`src/rtl/bud_pkg.sv`:
```
package bud_pkg;

    // fixed field widths
    localparam int WORD_BITS   = 16;
    localparam int CODE_W      = 16;
    localparam int BPV_W       = 5;
    localparam int ELEM_W      = 24;
    localparam int MIN_W       = 32;
    localparam int BUCKET_W    = 24;
    localparam int VALUE_W     = 48;
    localparam int PROD_W      = CODE_W + BUCKET_W;
    localparam int CFG_DATA_W  = 32;
    localparam int CFG_IDX_W   = 2;
    localparam int BUF_W       = 31;
    localparam int CNT_W       = 5;
    localparam int MAX_RESULTS = 16;
    localparam int RES_W       = $clog2(MAX_RESULTS);
    localparam int STEP_W      = 1;

    // default for the code counter width
    localparam int COUNT_WIDTH_DEF = 24;

    // register reset values
    localparam logic [BPV_W-1:0]    BPV_RST    = BPV_W'(8);
    localparam logic [ELEM_W-1:0]   ELEM_RST   = '0;
    localparam logic [MIN_W-1:0]    MIN_RST    = '0;
    localparam logic [BUCKET_W-1:0] BUCKET_RST = BUCKET_W'(65536);

    // configuration register indexes
    typedef enum logic [CFG_IDX_W-1:0] {
        REG_BITS_PER_VALUE = 2'd0,
        REG_ELEMENT_COUNT  = 2'd1,
        REG_MIN_VALUE      = 2'd2,
        REG_BUCKET_SIZE    = 2'd3
    } cfg_reg_t;

    // microprogram step addresses
    typedef enum logic [STEP_W-1:0] {
        STEP_WAIT = 1'b0,
        STEP_EMIT = 1'b1
    } step_t;

    // jump conditions
    typedef enum logic {
        JC_UNLESS_LOAD = 1'b0,
        JC_WHILE_MORE  = 1'b1
    } jump_cond_t;

    // one control word
    typedef struct packed {
        logic       take_req;
        logic       emit;
        jump_cond_t cond;
        step_t      target;
    } uword_t;

    // code handed from the unpacker to the dequantiser pipeline
    typedef struct packed {
        logic              valid;
        logic [CODE_W-1:0] code;
        logic              last;
        logic              done;
    } issue_t;

    // control store: wait for a word, then emit codes through its last code
    function automatic uword_t ucode_rom(step_t step);
        uword_t uw;
        unique case (step)
            STEP_WAIT: uw = '{take_req: 1'b1, emit: 1'b0,
                              cond: JC_UNLESS_LOAD, target: STEP_WAIT};
            STEP_EMIT: uw = '{take_req: 1'b0, emit: 1'b1,
                              cond: JC_WHILE_MORE, target: STEP_EMIT};
        endcase
        return uw;
    endfunction

endpackage

```
`src/rtl/bud_seq.sv`:
```
module bud_seq #(
    parameter int COUNT_WIDTH = bud_pkg::COUNT_WIDTH_DEF
) (
    input  logic                          clk,
    input  logic                          rst_n,
    input  logic                          in_valid,
    output logic                          in_ready,
    input  logic [bud_pkg::WORD_BITS-1:0] word,
    input  logic [bud_pkg::BPV_W-1:0]     bits_per_value,
    input  logic [bud_pkg::ELEM_W-1:0]    element_count,
    input  logic                          adv,
    output bud_pkg::issue_t               issue
);

    localparam int EXT_W = (COUNT_WIDTH > bud_pkg::ELEM_W) ? COUNT_WIDTH : bud_pkg::ELEM_W;

    bud_pkg::step_t                 step_reg, step_next;
    logic [bud_pkg::BUF_W-1:0]      buf_reg, buf_next;
    logic [bud_pkg::CNT_W-1:0]      cnt_reg, cnt_next;
    logic [bud_pkg::RES_W-1:0]      n_reg, n_next;
    logic [COUNT_WIDTH-1:0]         codes_reg, codes_next;

    bud_pkg::uword_t                uw;
    logic [EXT_W-1:0]               elem_ext;
    logic [COUNT_WIDTH-1:0]         total;
    logic [bud_pkg::CNT_W-1:0]      width;
    logic                           active;
    logic                           load;
    logic                           fire;
    logic                           jump;
    logic [bud_pkg::BUF_W-1:0]      shifted;
    logic [bud_pkg::CODE_W:0]       mask_wide;
    logic [bud_pkg::CODE_W-1:0]     code;
    logic [bud_pkg::CNT_W-1:0]      cnt_after;
    logic [COUNT_WIDTH-1:0]         codes_after;
    logic                           hit_total;
    logic                           final_code;

    // control word for the current step
    assign uw = bud_pkg::ucode_rom(step_reg);

    // stream length at the counter width
    assign elem_ext = EXT_W'(element_count);
    assign total    = elem_ext[COUNT_WIDTH-1:0];

    // effective code width, clamped to 1..16
    always_comb
    begin
        if (bits_per_value == '0)
            width = bud_pkg::CNT_W'(1);
        else if (bits_per_value > bud_pkg::BPV_W'(bud_pkg::CODE_W))
            width = bud_pkg::CNT_W'(bud_pkg::CODE_W);
        else
            width = bits_per_value;
    end

    // request side
    assign in_ready = uw.take_req;
    assign active   = codes_reg < total;
    assign load     = uw.take_req & in_valid & active;
    assign fire     = uw.emit & adv;

    // code extraction from the top of the valid bits
    assign cnt_after   = cnt_reg - width;
    assign shifted     = buf_reg >> cnt_after;
    assign mask_wide   = (bud_pkg::CODE_W+1)'(1) << width;
    assign code        = shifted[bud_pkg::CODE_W-1:0]
                         & bud_pkg::CODE_W'(mask_wide - (bud_pkg::CODE_W+1)'(1));
    assign codes_after = codes_reg + COUNT_WIDTH'(1);
    assign hit_total   = codes_after == total;
    assign final_code  = (cnt_after < width) || hit_total || (n_reg == '1);

    // code offered to the dequantiser
    assign issue = '{valid: uw.emit, code: code, last: final_code, done: hit_total};

    // jump condition
    always_comb
    begin
        unique case (uw.cond)
            bud_pkg::JC_UNLESS_LOAD: jump = !load;
            bud_pkg::JC_WHILE_MORE:  jump = !fire || !final_code;
        endcase
    end

    // next step
    always_comb
    begin
        if (jump)
            step_next = uw.target;
        else
            step_next = bud_pkg::step_t'(step_reg + bud_pkg::STEP_W'(1));
    end

    // datapath next values
    always_comb
    begin
        buf_next   = buf_reg;
        cnt_next   = cnt_reg;
        n_next     = n_reg;
        codes_next = codes_reg;
        if (load)
        begin
            buf_next = {buf_reg[bud_pkg::BUF_W-bud_pkg::WORD_BITS-1:0], word};
            cnt_next = cnt_reg + bud_pkg::CNT_W'(bud_pkg::WORD_BITS);
            n_next   = '0;
        end
        else if (fire)
        begin
            cnt_next   = cnt_after;
            codes_next = codes_after;
            n_next     = n_reg + bud_pkg::RES_W'(1);
        end
    end

    // state registers
    always_ff @(posedge clk or negedge rst_n)
    begin
        if (!rst_n)
        begin
            step_reg  <= bud_pkg::STEP_WAIT;
            buf_reg   <= '0;
            cnt_reg   <= '0;
            n_reg     <= '0;
            codes_reg <= '0;
        end
        else
        begin
            step_reg  <= step_next;
            buf_reg   <= buf_next;
            cnt_reg   <= cnt_next;
            n_reg     <= n_next;
            codes_reg <= codes_next;
        end
    end

endmodule

```
`src/rtl/bit_unpack_dequantizer.sv`:
```
// path: once a word is taken the sequencer enters its emit step; each code then passes s1, s2 and the output register
// throughput: one code per cycle within a word while the output is not stalled; a word completes n codes, n in 1..16
// the pace is set by the microprogram: one wait step per word, one emit step per code; no word is taken while emitting
// words arriving after the stream is done are taken and yield nothing
// reset (rst_n, asynchronous, active low) clears the bit buffer, counts and pipeline valids
// and loads the register defaults: width 8, count 0, minimum 0, step 1.0
module bit_unpack_dequantizer #(
    parameter int COUNT_WIDTH = bud_pkg::COUNT_WIDTH_DEF
) (
    input  logic                                  clk,
    input  logic                                  rst_n,
    input  logic                                  cfg_we,
    input  logic [bud_pkg::CFG_IDX_W-1:0]         cfg_index,
    input  logic [bud_pkg::CFG_DATA_W-1:0]        cfg_data,
    input  logic                                  in_valid,
    output logic                                  in_ready,
    input  logic [bud_pkg::WORD_BITS-1:0]         word,
    output logic                                  out_valid,
    input  logic                                  out_ready,
    output logic [bud_pkg::CODE_W-1:0]            code,
    output logic signed [bud_pkg::VALUE_W-1:0]    value,
    output logic                                  last,
    output logic                                  done_res
);

    logic [bud_pkg::BPV_W-1:0]     bpv_reg;
    logic [bud_pkg::ELEM_W-1:0]    elem_reg;
    logic [bud_pkg::MIN_W-1:0]     min_reg;
    logic [bud_pkg::BUCKET_W-1:0]  bucket_reg;

    bud_pkg::issue_t               issue;
    logic                          adv;

    logic                          s1_valid_reg;
    logic [bud_pkg::CODE_W-1:0]    s1_code_reg;
    logic                          s1_last_reg;
    logic                          s1_done_reg;

    logic                          s2_valid_reg;
    logic [bud_pkg::CODE_W-1:0]    s2_code_reg;
    logic                          s2_last_reg;
    logic                          s2_done_reg;
    logic [bud_pkg::PROD_W-1:0]    prod_reg;
    logic [bud_pkg::PROD_W-1:0]    prod_next;

    logic                          out_valid_reg;
    logic [bud_pkg::CODE_W-1:0]    out_code_reg;
    logic                          out_last_reg;
    logic                          out_done_reg;
    logic [bud_pkg::VALUE_W-1:0]   value_reg;
    logic [bud_pkg::VALUE_W-1:0]   value_next;

    // configuration registers
    always_ff @(posedge clk or negedge rst_n)
    begin
        if (!rst_n)
        begin
            bpv_reg    <= bud_pkg::BPV_RST;
            elem_reg   <= bud_pkg::ELEM_RST;
            min_reg    <= bud_pkg::MIN_RST;
            bucket_reg <= bud_pkg::BUCKET_RST;
        end
        else if (cfg_we)
        begin
            unique case (bud_pkg::cfg_reg_t'(cfg_index))
                bud_pkg::REG_BITS_PER_VALUE: bpv_reg    <= cfg_data[bud_pkg::BPV_W-1:0];
                bud_pkg::REG_ELEMENT_COUNT:  elem_reg   <= cfg_data[bud_pkg::ELEM_W-1:0];
                bud_pkg::REG_MIN_VALUE:      min_reg    <= cfg_data[bud_pkg::MIN_W-1:0];
                bud_pkg::REG_BUCKET_SIZE:    bucket_reg <= cfg_data[bud_pkg::BUCKET_W-1:0];
            endcase
        end
    end

    // unpacker sequencer
    bud_seq #(
        .COUNT_WIDTH (COUNT_WIDTH)
    ) u_seq (
        .clk            (clk),
        .rst_n          (rst_n),
        .in_valid       (in_valid),
        .in_ready       (in_ready),
        .word           (word),
        .bits_per_value (bpv_reg),
        .element_count  (elem_reg),
        .adv            (adv),
        .issue          (issue)
    );

    // the whole pipeline moves when the output register is free or being drained
    assign adv = !out_valid_reg || out_ready;

    // multiply, then add the minimum and half a step
    assign prod_next  = bud_pkg::PROD_W'(s1_code_reg) * bud_pkg::PROD_W'(bucket_reg);
    assign value_next = bud_pkg::VALUE_W'(prod_reg)
                        + {{(bud_pkg::VALUE_W-bud_pkg::MIN_W){min_reg[bud_pkg::MIN_W-1]}},
                           min_reg}
                        + bud_pkg::VALUE_W'(bucket_reg >> 1);

    // pipeline valids
    always_ff @(posedge clk or negedge rst_n)
    begin
        if (!rst_n)
        begin
            s1_valid_reg  <= 1'b0;
            s2_valid_reg  <= 1'b0;
            out_valid_reg <= 1'b0;
        end
        else if (adv)
        begin
            s1_valid_reg  <= issue.valid;
            s2_valid_reg  <= s1_valid_reg;
            out_valid_reg <= s2_valid_reg;
        end
    end

    // pipeline payload
    always_ff @(posedge clk)
    begin
        if (adv)
        begin
            s1_code_reg  <= issue.code;
            s1_last_reg  <= issue.last;
            s1_done_reg  <= issue.done;
            s2_code_reg  <= s1_code_reg;
            s2_last_reg  <= s1_last_reg;
            s2_done_reg  <= s1_done_reg;
            prod_reg     <= prod_next;
            out_code_reg <= s2_code_reg;
            out_last_reg <= s2_last_reg;
            out_done_reg <= s2_done_reg;
            value_reg    <= value_next;
        end
    end

    // result ports
    assign out_valid = out_valid_reg;
    assign code      = out_code_reg;
    assign value     = value_reg;
    assign last      = out_last_reg;
    assign done_res  = out_done_reg;

endmodule

```
`config.mk`:
```
export PLATFORM = sky130hd
export DESIGN_NAME = bit_unpack_dequantizer
export DESIGN_NICKNAME = d
export VERILOG_FILES = /design/src/rtl/bud_pkg.sv /design/src/rtl/bud_seq.sv /design/src/rtl/bit_unpack_dequantizer.sv
export SDC_FILE = /design/constraint.sdc
export NUM_CORES = 2
export LEC_CHECK = 0
export BUFFER_PORTS_ARGS = -buffer_cell sky130_fd_sc_hd__buf_2
export CORE_ASPECT_RATIO = 1.75
export CORE_UTILIZATION = 55
export CTS_CLUSTER_DIAMETER = 60
export DETAILED_ROUTE_END_ITERATION = 16
export PLACE_DENSITY = 0.75
export RECOVER_POWER = 100
export SYNTH_ARGS = -nofsm -noshare
export SYNTH_HDL_FRONTEND = slang
export SYNTH_SLANG_ARGS = --single-unit
```
`constraint.sdc`:
```
create_clock -name clk -period 6.3 [get_ports clk]
set_clock_uncertainty 0.05 [all_clocks]
set_input_delay 0.63 -clock clk [delete_from_list [all_inputs] [get_ports clk]]
set_output_delay 0.63 -clock clk [all_outputs]
set_load 0.03 [all_outputs]
```
; ---- Word level (Yosys, flattened, before mapping)
; Index checks and enable logic that the tools add are counted.
[op_classes]
add_sub_neg = 8
n_mul = 1
n_div = 0
magnitude_cmp = 3
eq_ne = 5
shifts = 2
muxes = 9
n_bitwise = 7
n_reduce_logical = 16
[ops]
columns = op, count
row1 = adder 42 x 24 -> 43 bit, 1
row2 = adder 41 x 32 -> 42 bit, 1
row3 = multiplier 16 x 24 -> 40 bit, 1
row4 = right shift 31 x 5 -> 16 bit, 1
row5 = adder 24 x 1 -> 24 bit (second input constant), 1
row6 = == test 24 bit, 1
row7 = < comparator 24 bit, 1
row8 = 2-to-1 mux 5 bit, 4
row9 = AND 16 bit, 1
row10 = left shift 1 x 5 -> 16 bit (first input constant), 1
row11 = subtractor 16 x 1 -> 16 bit (second input constant), 1
row12 = AND reduction 2 bit, 5
row13 = 2-to-1 mux 4 bit, 2
row14 = one-hot mux 4 bit (2 select lines), 1
row15 = adder 5 bit (second input constant), 1
row16 = > comparator 5 bit (second input constant), 1
row17 = zero test 5 bit, 1
row18 = < comparator 5 bit, 1
row19 = subtractor 5 bit, 1
row20 = adder 4 x 1 -> 4 bit (second input constant), 1
row21 = == test 2 bit (second input constant), 2
row22 = == test 4 bit (second input constant), 1
row23 = zero test 1 bit, 4
row24 = logical OR 1 bit, 4
row25 = other kinds (8), 12
[word_totals]
ff_bits = 295
latchBits = 0
ramBits = 0
romBits = 0
output_inout_bits = 68
word_cells = 74
memories = 0

; ---- Logic depth before layout (Yosys ltp)
[depth]
word_depth = 11
ltp_mapped = 25

; ---- Hierarchy
; From an unflattened synthesis, not the netlist that was laid out.
[unflattened]
hier_cells = 2813
area_unflattened_um2 = 28742.6
[modules_own_cells]
columns = module, instances, cells_each, area_per_inst_um2, seq_area_each_um2
row1 = bit_unpack_dequantizer, 1, 2159, 22800.6, 6318.6
row2 = bud_seq, 1, 654, 5941.9, 1626.6

; ---- Worst setup path after synthesis
; Ideal clock, no wire load.
[synth_timing]
path_type = register to register
from = reg bucket_reg[11] (netlist bit)
to = reg prod_reg[32] (netlist bit), data pin
setup_time_ns = 0.263
t_arrival_ns = 5.969
t_required_ns = 5.987
setup_slack_ns = 0.018
path_stages_with_launch = 22
n_path_buf = 1
synth_period_minus_slack_ns = 6.282
path_cell_list = dfrtp_1 -> clkbuf_1 -> nand2_1 -> fa_1 -> fa_1 -> fa_1 -> inv_1 -> fa_1 -> fa_1 -> inv_1 -> fa_1 -> inv_1 -> ha_1 -> a21oi_1 -> o21bai_1 -> a21o_1 -> a31oi_1 -> o21ai_1 -> o41ai_1 -> o221ai_1 -> a31oi_1 -> xnor2_1
[synth_between]
elab_chain_len = 1
[synth_rtl]
columns = element, line_no
row1 = "start, declared", bit_unpack_dequantizer.sv:29  ; logic [bud_pkg::BUCKET_W-1:0] bucket_reg;
row2 = "start signal, assigned", bit_unpack_dequantizer.sv:61  ; bucket_reg <= bud_pkg::BUCKET_RST;
row3 = "start signal, assigned", bit_unpack_dequantizer.sv:69  ; bud_pkg::REG_BUCKET_SIZE: bucket_reg <= cfg_data[bud_pkg::BUCKET_W-1:0];
row4 = multiplier 16 x 24 -> 40 bit, bit_unpack_dequantizer.sv:93  ; assign prod_next = bud_pkg::PROD_W'(s1_code_reg) * bud_pkg::PROD_W'(bucket_reg);
row5 = named net prod_next (one bit), bit_unpack_dequantizer.sv:44  ; logic [bud_pkg::PROD_W-1:0] prod_next;
row6 = "end signal, assigned", bit_unpack_dequantizer.sv:127  ; prod_reg <= prod_next;
row7 = "end, declared", bit_unpack_dequantizer.sv:43  ; logic [bud_pkg::PROD_W-1:0] prod_reg;
; The timed path passes the listed nets, and every way through them passes these cells.
; A chain may end at the register's enable or synchronous reset.

; ---- Final worst setup path
[layout_timing]
from = reg s1_code_reg[5] (netlist bit)
to = reg prod_reg[38] (netlist bit), data pin
[layout_between]
elab_chain_len = 1
[layout_rtl]
columns = element, line_no
row1 = "start, declared", bit_unpack_dequantizer.sv:35  ; logic [bud_pkg::CODE_W-1:0] s1_code_reg;
row2 = "start signal, assigned", bit_unpack_dequantizer.sv:121  ; s1_code_reg <= issue.code;
row3 = multiplier 16 x 24 -> 40 bit, bit_unpack_dequantizer.sv:93
row4 = named net prod_next (one bit), bit_unpack_dequantizer.sv:44
; The timed path passes the listed nets, and every way through them passes these cells.

==> insert_results.sql <==
INSERT INTO impl_metrics (metric_group, metric, value, unit) VALUES
('outcome', 'status', 'finished with violations', ''),
('outcome', 'violations', 'capacitance limit, slew limit', ''),
('route', 'post-route-drc-count', '0', ''),
('route', 'average_via_count_per_standard_cell', '5.67', ''),
('logic_synthesis', 'synth.yosys.seq_area_share', '0.284', ''),
('logic_synthesis', 'synth-main-ff-cell', 'dfrtp_1', ''),
('logic_synthesis', 'ffs_w_async_s_r_synth', '0.528', ''),
('logic_synthesis', 'synth-edff-count', '137', ''),
('final_layout', 'post-route-util', '0.646', ''),
('clock_network', 'clkSinkCount', '290', ''),
('clock_network', 'cts-root-to-sink-buffers', '3', ''),
('global_routing', 'gr-usage-all-layers', '0.302', ''),
('logic_synthesis', 'synth.distinct_cells', '71', ''),
('sta', 'timing.max_slew.rel_slack', '-0.691', ''),
('place', 'io_buffers', '122', ''),
('run', 'drv_cap', '1', ''),
('route', 'wl', '74800', 'um'),
('sta', 'post-route-min-period', '6.29', 'ns'),
('place', 'place_ws', '-0.533', 'ns'),
('place', 'gpl.final_weighted_congestion', '0.957', ''),
('place', 'dp_hpwl', '60000', 'um'),
('sta', 'timing_hold_violations_final', '0', ''),
('logic_synthesis', 'mean_instance_size_in_the_synthesized_netlist', '10.2', 'um2'),
('global_routing', 'first_global_vias', '22900', ''),
('sta', 'achievable-frequency', '0.159', 'GHz'),
('floorplanning', 'die-width', '172', 'um'),
('clock_network', 'htree_num_levels', '2', ''),
('sta', 'finalSetupViolations', '0', ''),
('critical_path', 'critical_path_peak_fanout', '6', ''),
('clock_network', 'clock_tree_from_tritoncts', 'built', ''),
('clock_network', 'clkTransAtPathRegs', '0.06', 'ns'),
('global_routing', 'grt_start_max_net_pins', '64', ''),
('route', 'antenna_left', '0', ''),
('floorplanning', 'ios', '123', ''),
('logic_synthesis', 'post_synth_inst_count', '2747', ''),
('critical_path', 'criticalPathCategory', 'reg2reg', ''),
('critical_path', 'critPathLaunchType', 'register', ''),
('route', 'wl_per_cell', '20.2', 'um'),
('critical_path', 'timing.critical_path.required', '6.53', 'ns'),
('final_layout', 'largest_register_ffs', '43', ''),
('min_path', 'min-delay-path-class', 'in2reg', ''),
('logic_synthesis', 'ys_ff_latch', '290', ''),
('logic_synthesis', 'syn-cell-area', '28000', 'um2'),
('route', 'drtIter0Drc', '1082', ''),
('clock_network', 'cts-buffers-inserted', '34', ''),
('final_layout', 'antenna-diode-count', '0', ''),
('logic_synthesis', 'yosys.cell_count.top_type', 'inv_1', ''),
('route', 'dr.pass1.iters', '5', ''),
('floorplanning', 'die-area', '51800', 'um2'),
('critical_path', 'critical_path_arrival', '6.52', 'ns'),
('min_path', 'holdCritStartpoint', 'word[11]', ''),
('clock_network', 'clkLatencyLatePin', '0.55', 'ns'),
('critical_path', 'crit_start', 's1_code_reg[5]$_DFFE_PN_', ''),
('global_routing', 'grt_overflow', '0', ''),
('floorplanning', 'design.core.area', '50300', 'um2'),
('critical_path', 'r2r-start', 's1_code_reg[5]$_DFFE_PN_', ''),
('logic_synthesis', 'syn-num-nets', '3339', ''),
('floorplanning', 'core.rowCount', '109', ''),
('sta', 'tightestPinTransition', '2.54', 'ns'),
('sta', 'timing.hold.ws', '0.273', 'ns'),
('sta', 'finalMaxSlewViolations', '50', ''),
('logic_synthesis', 'post-synth-top-area-cell', 'fa_1', ''),
('logic_synthesis', 'yosysWarningCount', '0', ''),
('floorplanning', 'fp.dieH', '300', 'um'),
('logic_synthesis', 'yosys-top-cells-count', '402 x inv_1, 340 x nand2_1, 331 x fa_1', ''),
('final_layout', 'area_added_between_synthesis_and_finish', '16.1', '%'),
('route', 'via_count', '21000', ''),
('global_routing', 'antenna_violations_before_repair', '0', ''),
('final_layout', 'drive_above_1_share', '0.213', ''),
('final_layout', 'num-nets-final', '3597', ''),
('logic_synthesis', 'synth_top_cells_by_area', 'fa_1 24%, edfxtp_1 15%, dfrtp_1 14%', ''),
('floorplanning', 'initial_core_util', '0.556', ''),
('critical_path', 'cp-end-kind', 'register', ''),
('sta', 'rsz0062_at_grt', 'yes', ''),
('clock_network', 'root_buffer', 'clkbuf_16', ''),
('sta', 'finalCritPeriodShare', '0.998', ''),
('global_routing', 'grt_pass1_wl', '119000', 'um'),
('logic_synthesis', 'synth_largest_type_area_fraction', '0.237', ''),
('sta', 'post-route-worst-setup-slack', '0.0114', 'ns');
## cell families (layout without fill, tap and decap cells)
group | Yosys count | count (layout) | synth area share
compound gates | 359 | 359 | 0.0798
xor+xnor | 140 | 140 | 0.0438
fa+ha+maj | 537 | 537 | 0.329
buf+inv | 526 | 810 | 0.0719
flops | 290 | 290 | 0.284
mux | 156 | 156 | 0.0644
other cells | 1 | 1 | 0.000134
simple gates | 738 | 738 | 0.127
## layout by cell type (no fill, tap or decap), types with 89 or more instances in the layout
cell,netlist,routed
mux2_2,109,109
inv_1,402,379
a21oi_1,126,114
nor2_1,90,89
buf_2,11,121
ha_1,206,193
xnor2_1,95,95
fa_1,331,303
edfxtp_1,137,137
and2_1,164,156
buf_4,6,190
nand2_1,340,332
dfrtp_1,151,148
## path summary, 6_finish.rpt
path / end / slack, ns / depth (start not counted)
min reg2reg: code[14]$_DFFE_PN_ / 0.37 / 0
min in group asynchronous: u_seq.buf_reg[22]$_DFFE_PN0P_ / 1.38 / 2
max in group asynchronous: bucket_reg[18]$_DFFE_PN0P_ / 2.94 / 3
max reg2reg: prod_reg[38]$_DFFE_PN_ / 0.01 / 24
min: u_seq.buf_reg[11]$_DFFE_PN0P_ / 0.27 / 2
max: prod_reg[38]$_DFFE_PN_ / 0.01 / 24
## worst max-delay path, cell delays in order (launching register included)
cell and delay (ns):
edfxtp_1 0.43, buf_6 0.16, buf_4 0.15, and2_1 0.16, fa_1 0.53, inv_1 0.06, fa_1 0.49, fa_1 0.52
inv_1 0.06, fa_1 0.49, fa_1 0.60, inv_1 0.07, fa_1 0.47, inv_1 0.07, ha_4 0.22, and3_4 0.17
nand2_4 0.08, nor3_4 0.05, a31oi_4 0.18, o21ai_4 0.12, o21ai_4 0.22, o21ai_4 0.09, a221oi_4 0.37, o21ai_2 0.11
xnor2_1 0.12
## cell type report
cell class                 instances  area [um2]
multi-input combinational       1931       18600
sequential                       290        7950
inverter                         406        1520
clock inverter                    17         204
clock buffer                      45         976
tap                              666         833
fill                            3950       17800
timing repair buffer             342        2420
## timing repair
action | 4_1_cts | 5_1_grt
pin swaps | 57 | 67
setup endpoints to repair | 13 | 14
gates resized for setup | 76 | 81
buffers inserted | 34 | 15
endpoints found under the hold margin | 46 | 0
hold buffers | 1 | 0
## layer usage
| layer | track usage | routed length, um |
|---|---|---|
| met1 | 0.308 | 25300 |
| met2 | 0.573 | 41400 |
| met3 | 0.0297 | 2460 |
| met4 | 0.195 | 5630 |
| met5 | 0 | 0 |
## metrics by stage
stage	area, um2	TNS, ns	std cells
final	32500	0	3697
after global routing	32500	-1.05	3697
after CTS	32100	-0.00326	3682
after detailed placement	30300	-4.19	3586
after global placement	30300	-3.64	3586
after floorplan	28000	0	2747
Power is left out: the tool's default activity adds up to more than one toggle a clock period on the data nets, which glitch-free logic cannot reach.
